File: config.mk
export PLATFORM = sky130hd
export DESIGN_NAME = file_checksum_engine
export DESIGN_NICKNAME = d
export VERILOG_FILES = /design/src/rtl/core/fce_pkg.sv /design/src/rtl/core/file_checksum_engine.sv
export SDC_FILE = /design/constraint.sdc
export NUM_CORES = 1
export LEC_CHECK = 0
export BUFFER_PORTS_ARGS = -buffer_cell sky130_fd_sc_hd__buf_2
export CORE_MARGIN = 10
export CORE_UTILIZATION = 31
export DETAILED_ROUTE_END_ITERATION = 7
export SKIP_LAST_GASP = 1
export SLEW_MARGIN = 20
export SYNTH_ARGS = -nofsm -noshare
export SYNTH_HDL_FRONTEND = slang
export SYNTH_SLANG_ARGS = --single-unit
export TNS_END_PERCENT = 5
File: constraint.sdc
create_clock -name clk -period 4.65 [get_ports clk]
set_input_delay 1.395 -clock clk [delete_from_list [all_inputs] [get_ports clk]]
set_output_delay 1.395 -clock clk [all_outputs]
set_load 0.005 [all_outputs]
File: src/rtl/core/fce_pkg.sv
// ----------------------------------------------------------------------------
// fce_pkg
// shared types, codes and the crc byte step for the file checksum engine
// ----------------------------------------------------------------------------
package fce_pkg;

    localparam int unsigned SUM_W    = 32;
    localparam int unsigned OFFSET_W = 32;
    localparam int unsigned BYTE_W   = 8;
    localparam int unsigned LANE_W   = 2;

    typedef enum logic [1:0] {
        KIND_MODULAR = 2'd0,
        KIND_CRC32C  = 2'd1,
        KIND_CRC32   = 2'd2,
        KIND_NULL    = 2'd3
    } kind_t;

    typedef logic [1:0] op_t;

    localparam op_t OP_DATA    = 2'd0;
    localparam op_t OP_FINISH  = 2'd1;
    localparam op_t OP_RESTART = 2'd2;

    localparam logic [SUM_W-1:0] ALL_ONES    = '1;
    localparam logic [SUM_W-1:0] POLY_CRC32C = 32'h82F6_3B78;
    localparam logic [SUM_W-1:0] POLY_CRC32  = 32'hEDB8_8320;

    // reflected crc, one byte folded in lsb first
    function automatic logic [SUM_W-1:0] crc_fold_byte(
        input logic [SUM_W-1:0]  crc,
        input logic [BYTE_W-1:0] data,
        input logic [SUM_W-1:0]  poly
    );
        logic [SUM_W-1:0] r;
        r = crc ^ {{(SUM_W-BYTE_W){1'b0}}, data};
        for (int k = 0; k < BYTE_W; k++)
        begin
            if (r[0])
            begin
                r = (r >> 1) ^ poly;
            end
            else
            begin
                r = r >> 1;
            end
        end
        return r;
    endfunction

endpackage

File: src/rtl/core/file_checksum_engine.sv
// ----------------------------------------------------------------------------
// file_checksum_engine
// running 32-bit file checksum: modular sum, crc-32c, ieee crc-32 or null
// ----------------------------------------------------------------------------
// Input stream s_axis: tuser carries the operation (data byte, finish,
// restart), tdata the byte offset and the data byte. Only a finish makes
// an output transfer on m_axis: tuser is the disorder flag, tdata the
// checksum. The user must write checksum_kind through cfg_wr_en / cfg_wr_data
// only while the block is idle; the block itself does not enforce this, and
// a restart should follow a kind change. An accepted item is held in the
// input register, then its state update (crc byte step, lane add, offset
// compare) is done in one pass and a finish lands in the output register.
// One item per cycle is sustained unless a finish waits behind a stalled result.
// The output register is a single stage; while the receiver stalls a
// waiting result, data bytes and restarts keep flowing, and a second
// finish holds in the input register, which then deasserts s_axis_tready.
// Reset clears the kind to modular, the checksum state and both stages.
// ----------------------------------------------------------------------------
module file_checksum_engine
    import fce_pkg::*;
(
    input  logic        clk,
    input  logic        rst_n,

    input  logic        cfg_wr_en,
    input  logic [1:0]  cfg_wr_data,      // checksum_kind

    input  logic        s_axis_tvalid,
    output logic        s_axis_tready,
    input  logic [39:0] s_axis_tdata,     // byte_offset[31:0], data_byte[39:32]
    input  logic [1:0]  s_axis_tuser,     // operation[1:0]

    output logic        m_axis_tvalid,
    input  logic        m_axis_tready,
    output logic [31:0] m_axis_tdata,     // checksum_value[31:0]
    output logic [0:0]  m_axis_tuser      // status[0]
);

    kind_t               kind_reg;
    logic                in_valid_reg;
    op_t                 in_op_reg;
    logic [OFFSET_W-1:0] in_offset_reg;
    logic [BYTE_W-1:0]   in_byte_reg;

    logic [SUM_W-1:0]    running_reg,  running_next;
    logic [OFFSET_W-1:0] expected_reg, expected_next;
    logic                begun_reg,    begun_next;
    logic                disorder_reg, disorder_next;

    logic                out_valid_reg;
    logic [SUM_W-1:0]    out_value_reg, out_value_next;
    logic                out_status_reg, out_status_next;

    logic                is_finish;
    logic                out_free;
    logic                advance;
    logic                in_take;
    logic                in_seq;
    logic [SUM_W-1:0]    lane_add;
    logic [SUM_W-1:0]    crc_c_in;

    assign is_finish     = in_valid_reg && (in_op_reg == OP_FINISH);
    assign out_free      = !out_valid_reg || m_axis_tready;
    assign advance       = in_valid_reg && (!is_finish || out_free);
    assign s_axis_tready = !in_valid_reg || advance;
    assign in_take       = s_axis_tvalid && s_axis_tready;
    assign in_seq        = (in_offset_reg == expected_reg);
    assign crc_c_in      = begun_reg ? running_reg : ALL_ONES;

    // big-endian lane placement of the byte
    always_comb
    begin
        case (in_offset_reg[LANE_W-1:0])
            2'd0:    lane_add = {in_byte_reg, 24'd0};
            2'd1:    lane_add = {8'd0, in_byte_reg, 16'd0};
            2'd2:    lane_add = {16'd0, in_byte_reg, 8'd0};
            default: lane_add = {24'd0, in_byte_reg};
        endcase
    end

    // state update
    always_comb
    begin
        running_next  = running_reg;
        expected_next = expected_reg;
        begun_next    = begun_reg;
        disorder_next = disorder_reg;
        if (advance)
        begin
            case (in_op_reg)
                OP_RESTART:
                begin
                    running_next  = '0;
                    expected_next = '0;
                    begun_next    = 1'b0;
                    disorder_next = 1'b0;
                end
                OP_DATA:
                begin
                    case (kind_reg)
                        KIND_MODULAR:
                        begin
                            running_next = running_reg + lane_add;
                        end
                        KIND_CRC32C:
                        begin
                            if (!in_seq)
                            begin
                                disorder_next = 1'b1;
                            end
                            else if (!disorder_reg)
                            begin
                                running_next  = crc_fold_byte(crc_c_in, in_byte_reg,
                                                              POLY_CRC32C);
                                begun_next    = 1'b1;
                                expected_next = expected_reg + 1'b1;
                            end
                        end
                        KIND_CRC32:
                        begin
                            if (!in_seq)
                            begin
                                disorder_next = 1'b1;
                            end
                            else if (!disorder_reg)
                            begin
                                running_next  = ~crc_fold_byte(~running_reg, in_byte_reg,
                                                               POLY_CRC32);
                                expected_next = expected_reg + 1'b1;
                            end
                        end
                        default:
                        begin
                            running_next = running_reg;
                        end
                    endcase
                end
                default:
                begin
                    running_next = running_reg;
                end
            endcase
        end
    end

    // finish result
    always_comb
    begin
        out_status_next = 1'b0;
        case (kind_reg)
            KIND_MODULAR:
            begin
                out_value_next = running_reg;
            end
            KIND_CRC32C:
            begin
                out_status_next = disorder_reg;
                out_value_next  = (disorder_reg || !begun_reg) ? '0 : ~running_reg;
            end
            KIND_CRC32:
            begin
                out_status_next = disorder_reg;
                out_value_next  = disorder_reg ? '0 : running_reg;
            end
            default:
            begin
                out_value_next = '0;
            end
        endcase
    end

    always_ff @(posedge clk or negedge rst_n)
    begin
        if (!rst_n)
        begin
            kind_reg      <= KIND_MODULAR;
            in_valid_reg  <= 1'b0;
            out_valid_reg <= 1'b0;
            running_reg   <= '0;
            expected_reg  <= '0;
            begun_reg     <= 1'b0;
            disorder_reg  <= 1'b0;
        end
        else
        begin
            if (cfg_wr_en)
            begin
                kind_reg <= kind_t'(cfg_wr_data);
            end
            if (s_axis_tready)
            begin
                in_valid_reg <= s_axis_tvalid;
            end
            if (advance && is_finish)
            begin
                out_valid_reg <= 1'b1;
            end
            else if (m_axis_tready)
            begin
                out_valid_reg <= 1'b0;
            end
            running_reg  <= running_next;
            expected_reg <= expected_next;
            begun_reg    <= begun_next;
            disorder_reg <= disorder_next;
        end
    end

    // payload stages
    always_ff @(posedge clk)
    begin
        if (in_take)
        begin
            in_op_reg     <= s_axis_tuser;
            in_offset_reg <= s_axis_tdata[OFFSET_W-1:0];
            in_byte_reg   <= s_axis_tdata[OFFSET_W+BYTE_W-1:OFFSET_W];
        end
        if (advance && is_finish)
        begin
            out_value_reg  <= out_value_next;
            out_status_reg <= out_status_next;
        end
    end

    assign m_axis_tvalid   = out_valid_reg;
    assign m_axis_tdata    = out_value_reg;
    assign m_axis_tuser[0] = out_status_reg;

endmodule
; ---- Word level (Yosys, flattened, before mapping)
; Index checks and enable logic that the tools add are counted.
[totals]
register_bits = 145
in_bits = 49
wordCells = 188
[classes]
n_addsub = 2
n_eq_ne = 17
muxes = 115
bitwise_logic = 20
n_reduce_logical = 22
[ops]
columns = cell, n
row1 = 2-to-1 mux 32 bit, 101
row2 = case mux 32 bit (3 select lines), 3
row3 = NOT 16 -> 17 bit, 8
row4 = case mux 32 bit (2 select lines), 2
row5 = NOT 13 -> 14 bit, 8
row6 = NOT 32 bit, 2
row7 = bitwise XOR 32 x 8 -> 32 bit, 2
row8 = "adder 32 x 1 -> 32 bit, second input constant", 1
row9 = adder 32 bit, 1
row10 = == test 32 bit, 1
row11 = "!= test 3 bit, second input constant", 4
row12 = "!= test 2 bit, second input constant", 5
row13 = AND reduction 5 bit, 2
row14 = 2-to-1 mux 1 bit, 7
row15 = AND reduction 7 bit, 1
row16 = "== test 2 x 1 -> 1 bit, second input constant", 3
row17 = "== test 2 bit, second input constant", 3
row18 = zero test 2 bit, 3
row19 = logical AND 1 bit, 4
row20 = zero test 1 bit, 4
row21 = logical OR 1 bit, 4
row22 = "!= test 4 bit, second input constant", 1
row23 = case mux 1 bit (2 select lines), 2
row24 = AND reduction 4 bit, 1
row25 = 2 further kinds, 3

; ---- Depth between registers and ports, before layout
; Gate-level depths: netlist of run 1.
[logic_depth]
depth_word = 63
ltp_mapped = 14
ltp_nobuf = 13

; ---- Worst setup path after synthesis of run 1
; OpenSTA, ideal clock, no wires.
[synth_timing]
path_kind = in2reg
from = in m_axis_tready
to = reg in_byte_reg[0] (enable)
setup_ps = 446
arrival_ps = 3465
required_time_ps = 4204
slack_ps = 739
cell_stages = 3
path_buffers = 0
cell_sequence = nand2b_1 -> nor2_1 -> nor2b_1
[synth_between]
elab_chain_cells = 5
[synth_lines]
columns = element, line
row1 = start: declaration, file_checksum_engine.sv:34  ; input logic m_axis_tready,
row2 = logical OR 1 bit, file_checksum_engine.sv:63  ; assign out_free = !out_valid_reg || m_axis_tready;
row3 = logical OR 1 bit, file_checksum_engine.sv:64  ; assign advance = in_valid_reg && (!is_finish || out_free);
row4 = logical AND 1 bit, file_checksum_engine.sv:64
row5 = logical OR 1 bit, file_checksum_engine.sv:65  ; assign s_axis_tready = !in_valid_reg || advance;
row6 = logical AND 1 bit, file_checksum_engine.sv:66  ; assign in_take = s_axis_tvalid && s_axis_tready;
row7 = named net in_take, file_checksum_engine.sv:57  ; logic in_take;
row8 = end signal: assignment, file_checksum_engine.sv:216  ; in_byte_reg <= s_axis_tdata[OFFSET_W+BYTE_W-1:OFFSET_W];
row9 = end: declaration, file_checksum_engine.sv:43  ; logic [BYTE_W-1:0] in_byte_reg;
; The timed path passes the listed nets, and every way through them passes these cells.
; A chain may end at the register's enable or synchronous reset.

; ---- Final worst setup path of run 1
[layout_timing]
from = reg in_byte_reg[0]
to = reg running_reg[30]
[layout_between]
elab_chain_cells = 55
[layout_lines]
columns = element, line
row1 = bitwise XOR 32 x 8 -> 32 bit, fce_pkg.sv:36  ; r = crc ^ {{(SUM_W-BYTE_W){1'b0}}, data};
row2 = 2-to-1 mux 32 bit, fce_pkg.sv:39  ; if (r[0])
row3 = 2-to-1 mux 32 bit, file_checksum_engine.sv:125  ; else if (!disorder_reg)
row4 = 2-to-1 mux 32 bit, file_checksum_engine.sv:121  ; if (!in_seq)
row5 = 2-to-1 mux 32 bit, file_checksum_engine.sv:100  ; case (kind_reg)
row6 = 2-to-1 mux 32 bit, file_checksum_engine.sv:90  ; case (in_op_reg)
row7 = 2-to-1 mux 32 bit, file_checksum_engine.sv:88  ; if (advance)
row8 = 2-to-1 mux 32 bit, fce_pkg.sv:39
row9 = [39 not listed], --
row10 = 2-to-1 mux 32 bit, file_checksum_engine.sv:100
row11 = 2-to-1 mux 32 bit, file_checksum_engine.sv:90
row12 = 2-to-1 mux 32 bit, file_checksum_engine.sv:88
row13 = NOT 32 bit, file_checksum_engine.sv:127  ; running_next = ~crc_fold_byte(~running_reg, in_byte_reg,
row14 = 2-to-1 mux 32 bit, file_checksum_engine.sv:125
row15 = 2-to-1 mux 32 bit, file_checksum_engine.sv:121
row16 = case mux 32 bit (3 select lines) *, file_checksum_engine.sv:100
row17 = case mux 32 bit (2 select lines) *, file_checksum_engine.sv:90
row18 = end signal: assignment, file_checksum_engine.sv:202  ; running_reg <= running_next;
row19 = end: declaration, file_checksum_engine.sv:45  ; logic [SUM_W-1:0] running_reg, running_next;
; Every way passes the cells marked *; elsewhere a longest branch is shown, timed or not. The select of a mux whose other input is x is not followed.

==> results of run 1 <==
worst max-delay path, cell delays in order, from the launching register on:
cell and delay, ns:
edfxtp_1 0.70, and3_1 0.33, ha_1 0.21, inv_1 0.08, fa_1 0.21, nor2b_1 0.07
o31a_1 0.27, o21ai_1 0.29, o31ai_1 0.10, buf_4 0.16, a211oi_1 0.58, o31a_1 0.32
nor4bb_1 0.31, a41o_1 0.13, a21oi_1 0.06
where the power goes:
group,switching [W],internal [W]
Sequential,0.000304,0.00148
Combinational,0.00121,0.000988
Clock,0.000598,0.000753
cells in the mapped netlist (5+ instances only):
| cell | count | area (µm²) |
|---|---|---|
| nand2_1 | 98 | 368 |
| xor2_1 | 91 | 797 |
| and3_1 | 15 | 93.8 |
| nor2_1 | 136 | 510 |
| clkbuf_1 | 50 | 188 |
| and4_1 | 5 | 43.8 |
| o31ai_1 | 5 | 37.5 |
| xnor2_1 | 170 | 1490 |
| edfxtp_1 | 75 | 2250 |
| a21o_1 | 18 | 135 |
| a31oi_1 | 6 | 37.5 |
| inv_1 | 13 | 48.8 |
| nor3_1 | 7 | 35.0 |
| nand2b_1 | 7 | 43.8 |
| nor2b_1 | 11 | 68.8 |
| xnor2_2 | 7 | 114 |
| dfrtp_1 | 70 | 1750 |
| a221oi_1 | 17 | 149 |
| buf_1 | 8 | 30.0 |
| o21ai_0 | 33 | 165 |
| a22oi_1 | 7 | 52.6 |
| a21oi_1 | 71 | 355 |
| nor4_1 | 5 | 31.3 |
| a211oi_1 | 7 | 52.6 |
| a22o_1 | 5 | 43.8 |
| buf_2 | 5 | 25.0 |
| nand3_1 | 24 | 120 |
| ha_1 | 36 | 450 |
| and2_1 | 27 | 169 |
| o41ai_1 | 5 | 43.8 |
| o21ai_1 | 6 | 30.0 |
| nand4_1 | 15 | 93.8 |
final cells by class:
cell class                 count  area (µm²)
multi-input combinational    893        6190
sequential                   145        4000
clock buffer                  17         425
inverter                      13        48.8
fill                        3413       21500
clock inverter                15         146
timing repair buffer         102         586
tap                          448         561
per-stage QoR:
stage / instance area [µm²] / setup WS [ns]
3_3_place_gp: 11300 / 0.833
5_1_grt: 12000 / 0.473
4_1_cts: 11900 / 0.712
3_5_place_dp: 11300 / 0.717
2_1_floorplan: 10500 / 0.739
6_report: 12000 / 0.685
routing by layer:
| metal | vias up | wire [µm] | GRT usage [%] |
|---|---|---|---|
| met5 | - | 0 | 0 |
| met4 | 0 | 557 | 4.45 |
| met3 | 32 | 2080 | 3.57 |
| met2 | 269 | 14200 | 23.7 |
| met1 | 3922 | 13700 | 19.4 |
| li1 | 3986 | - | - |
final timing paths:
path / end / from / cells after the start / slack [ns]
worst max-delay path: running_reg[30] / in_byte_reg[0] / 14 / 0.68
max in group asynchronous: running_reg[13] / rst_n / 2 / 3.13
min in group asynchronous: expected_reg[13] / rst_n / 1 / 0.92
worst min-delay path: m_axis_tvalid / m_axis_tvalid / 2 / 0.53
worst max register to register: running_reg[30] / in_byte_reg[0] / 14 / 0.68
worst min register to register: m_axis_tvalid / m_axis_tvalid / 2 / 0.53
kinds of logic (layout without fill, tap and decap cells):
| family | after synthesis | after routing | share of synthesized area (%) |
|---|---|---|---|
| fa+ha+maj | 37 | 37 | 4.49 |
| flops | 145 | 145 | 38.2 |
| xor+xnor | 276 | 276 | 24.7 |
| buf+inv | 78 | 147 | 2.96 |
| compound gates | 216 | 216 | 13.5 |
| mux | 3 | 3 | 0.311 |
| simple gates | 361 | 361 | 15.8 |
==> flow_summary.json, run 1 <==
{
  "vias": 8209,
  "p_leak_nw": 4.99,
  "coreArea_um2": 33400,
  "end_kind": "flop",
  "ir_worst_vdd_v": 0.000320,
  "final_util_pct": 35.8,
  "synthCells": 1116,
  "fmax_ghz": 0.252,
  "hpwl_um": 22400,
  "synth_enable_flop_cells": 75,
  "setup_violations": 0,
  "drtIter0Drc": 744,
  "grt.overflow.total": 0,
  "async_flop_share_pct": 48.3,
  "syn_nets": 1202,
  "ys_ff_latch": 145,
  "die_y_um": 204,
  "hold_viol_final": 0,
  "postCtsSetupBuffers": 0,
  "place_congestion": 0.926,
  "final_cell_count_no_fill": 1633,
  "netlist_area_um2": 10500,
  "period_share_pct": 85.3,
  "clk_latency_ns": 0.44,
  "cp.required_ns": 4.95,
  "fin_skew_ns": 0.0145,
  "drive_gt1_share_pct": 13.7,
  "slew_violations": 0,
  "mostFrequentLayoutCell": "xnor2_1",
  "holdBufCountCts": 0,
  "io_pins": 84,
  "ys_types": 66,
  "clk_path_buf_depth": 2,
  "dr.pass1.iters": 6,
  "final_net_count": 1258,
  "grt_usage_pct": 14.8,
  "cts_resized": 0,
  "remaining_drc_errors": 0,
  "min_path_type": "flop to flop",
  "layout_common_cells": "xnor2_1, nor2_1, nand2_1",
  "die_area_um2": 41500,
  "ant_nets": 0,
  "start_kind": "flop",
  "ys_warn_count": 0,
  "status": "finished clean",
  "grt_setup_unrepaired": "no",
  "cts_sinks": 145,
  "critPathKind": "flop to flop",
  "cts_htree_levels": 4,
  "viasPerCell": 5.03,
  "path_max_fanout": 10,
  "die_w_um": 204,
  "grt_first_pass_wirelength_um": 48100,
  "finalPower_w": 0.00533,
  "fin_worst_hold_slack_ns": 0.530,
  "worstMarginPinSlew_ns": 0.929,
  "fin_setup_tns_ns": 0,
  "ys.flop_type": "edfxtp_1",
  "grt_pass1_vias": 8221,
  "worstPathArrival_ns": 4.27,
  "maxSlewHeadroom_pct": 38.0,
  "portBuffers": 83,
  "grt_max_degree": 71,
  "wl_per_cell_um": 18.7,
  "cts_buffers": 17,
  "diodes": 0,
  "place_inst": 1599,
  "wirelength_um": 30500,
  "syn_avg_cell_area_um2": 9.39,
  "antenna_found_initial": 0,
  "cts_tree": "built",
  "rows": 67,
  "cts-root-buf": "clkbuf_16",
  "syn2layout_area_growth_pct": 14.2,
  "min_period_ns": 3.97,
  "p_per_area_nw_per_um2": 446,
  "synth_seq_area_share_pct": 38.2,
  "maxCapViolations": 0,
  "initial_core_util_pct": 31.3,
  "clk_pin_slew_ns": 0.07
}
Note: power is estimated with default switching activity, not from simulation.
==> inputs of run 2 (changes only) <==
--- a/config.mk
+++ b/config.mk
@@ -6,6 +6,7 @@
 export NUM_CORES = 1
 export LEC_CHECK = 0
 export BUFFER_PORTS_ARGS = -buffer_cell sky130_fd_sc_hd__buf_2
+export CORE_ASPECT_RATIO = 0.8
 export CORE_MARGIN = 10
 export CORE_UTILIZATION = 31
 export DETAILED_ROUTE_END_ITERATION = 7
==> run 2 against run 1 <==
  * Register-to-register slack improved by 0.06 ns
  * Sequential power about the same
  * Flip-flop and latch count unchanged
  * Global-route usage increased by 1.1 points
  * Largest cell class unchanged
==> flow_summary.json, run 2 (synthesis results as in run 1) <==
{
  "status": "finished clean",
  "cts_sinks": 145,
  "slowest_delay_ns": 0.72,
  "start_kind": "flop",
  "path_max_fanout": 10,
  "cp_slowest_cell": "edfxtp_1",
  "grt_max_degree": 71,
  "clk_pin_slew_ns": 0.07,
  "hpwl_um": 24100,
  "worstMarginPinSlew_ns": 1.08,
  "wl_per_cell_um": 20.2,
  "fmax_ghz": 0.256,
  "end_kind": "flop",
  "clk_latency_ns": 0.45,
  "drtIter0Drc": 820,
  "cts_htree_levels": 4,
  "grt_usage_pct": 16.0,
  "met3_usage_pct": 4.18,
  "grt_use_met2_pct": 22.7,
  "viasPerCell": 5.15,
  "place_congestion": 0.959,
  "coreArea_um2": 33500,
  "cp_common_cell": "o31a_1",
  "syn2layout_area_growth_pct": 14.8,
  "maxSlewHeadroom_pct": 28.0,
  "n_fill_cell": 3415,
  "period_share_pct": 84.0,
  "final_net_count": 1264,
  "met1_usage_pct": 23.3,
  "min_path_type": "flop to flop",
  "die_area_um2": 41600,
  "rows": 60,
  "layout_common_cells": "xnor2_1, nor2_1, nand2_1",
  "fin_setup_tns_ns": 0,
  "holdBufCountCts": 0,
  "crit_chain": "and3_1 > ha_1 > inv_1 > fa_1 > nor2b_1 > o31a_1 > o21ai_1 > o31ai_1 > a211oi_1 > o31a_1 > nor4bb_1 > a41o_1 > a21oi_1",
  "finalPower_w": 0.00555,
  "drive_gt1_share_pct": 13.9,
  "ir_worst_vdd_v": 0.000261,
  "clk_path_buf_depth": 2,
  "hold_viol_final": 0,
  "cp.required_ns": 5.03,
  "final_util_pct": 35.9,
  "fin_skew_ns": 0.0176,
  "critPathKind": "flop to flop",
  "maxCapViolations": 0,
  "die_w_um": 226,
  "grt.overflow.total": 0,
  "antenna_found_initial": 1,
  "grt_setup_unrepaired": "no",
  "place_inst": 1592,
  "multi_input_area_um2": 6190,
  "diodes": 0,
  "min_period_ns": 3.91,
  "cts_resized": 0,
  "grt_pass1_vias": 8119,
  "cts-root-buf": "clkbuf_16",
  "grt_first_pass_wirelength_um": 50500,
  "p_per_area_nw_per_um2": 461,
  "worstPathArrival_ns": 4.28,
  "busiest_layer": "met1",
  "cts_tree": "built",
  "mostFrequentLayoutCell": "xnor2_1",
  "dr.pass1.iters": 5,
  "io_pins": 84,
  "seqCellArea_um2": 4000,
  "initial_core_util_pct": 31.3,
  "remaining_drc_errors": 0,
  "ant_nets": 0,
  "fin_worst_hold_slack_ns": 0.553,
  "wirelength_um": 32800,
  "final_cell_count_no_fill": 1625,
  "p_leak_nw": 5.03,
  "cts_buffers": 17,
  "slew_violations": 0,
  "portBuffers": 83,
  "r2r_slack_ns": 0.74,
  "postCtsSetupBuffers": 0,
  "die_y_um": 184,
  "vias": 8362,
  "setup_violations": 0
}
-- run 2: final timing paths --
kind / from / end / cells after the start
max in group asynchronous: rst_n / running_reg[6] / 1
setup reg to reg: in_byte_reg[0] / running_reg[30] / 13
setup / recovery: in_byte_reg[0] / running_reg[30] / 13
hold / removal: m_axis_tvalid / m_axis_tvalid / 2
min in group asynchronous: rst_n / expected_reg[19] / 1
hold reg to reg: m_axis_tvalid / m_axis_tvalid / 2
-- run 2: per-stage QoR --
step,setup slack [ns],instance area (µm²)
3_5_place_dp,0.767,11400
3_3_place_gp,0.814,11400
6_report,0.743,12000
5_1_grt,0.479,12000
2_1_floorplan,0.739,10500
4_1_cts,0.750,12000
-- run 2: worst max-delay path, delay by kind of cell (launching register included) --
family                     cells  cell delay (ns)
buffers and inverters          1             0.07
and+or+nand+nor                3             0.57
AOI/OAI and AO/OA              7             1.85
DFF                            1             0.72
adders and majority gates      2             0.62
-- run 2: layout make-up --
cell class	instances	share of cell area, %
flip-flops and latches	145	33.3
clock buffers	18	3.75
repair buffers	108	5.24
well taps	434	4.52
multi-input cells	893	51.5
inverters	13	0.406
clock inverters	14	1.32
-- run 2: per-layer routing --
layer | up-vias | share of wire, %
li1 | 3995 | -
met4 | 0 | 1.5
met5 | - | 0
met3 | 29 | 9.0
met2 | 326 | 41
met1 | 4012 | 48
-- run 2: power breakdown --
part           total [W]  switching, W  internal, W
Clock            0.00143      0.000638     0.000794
Sequential       0.00177      0.000284      0.00148
Combinational    0.00235       0.00132      0.00102
Total            0.00555       0.00225      0.00330
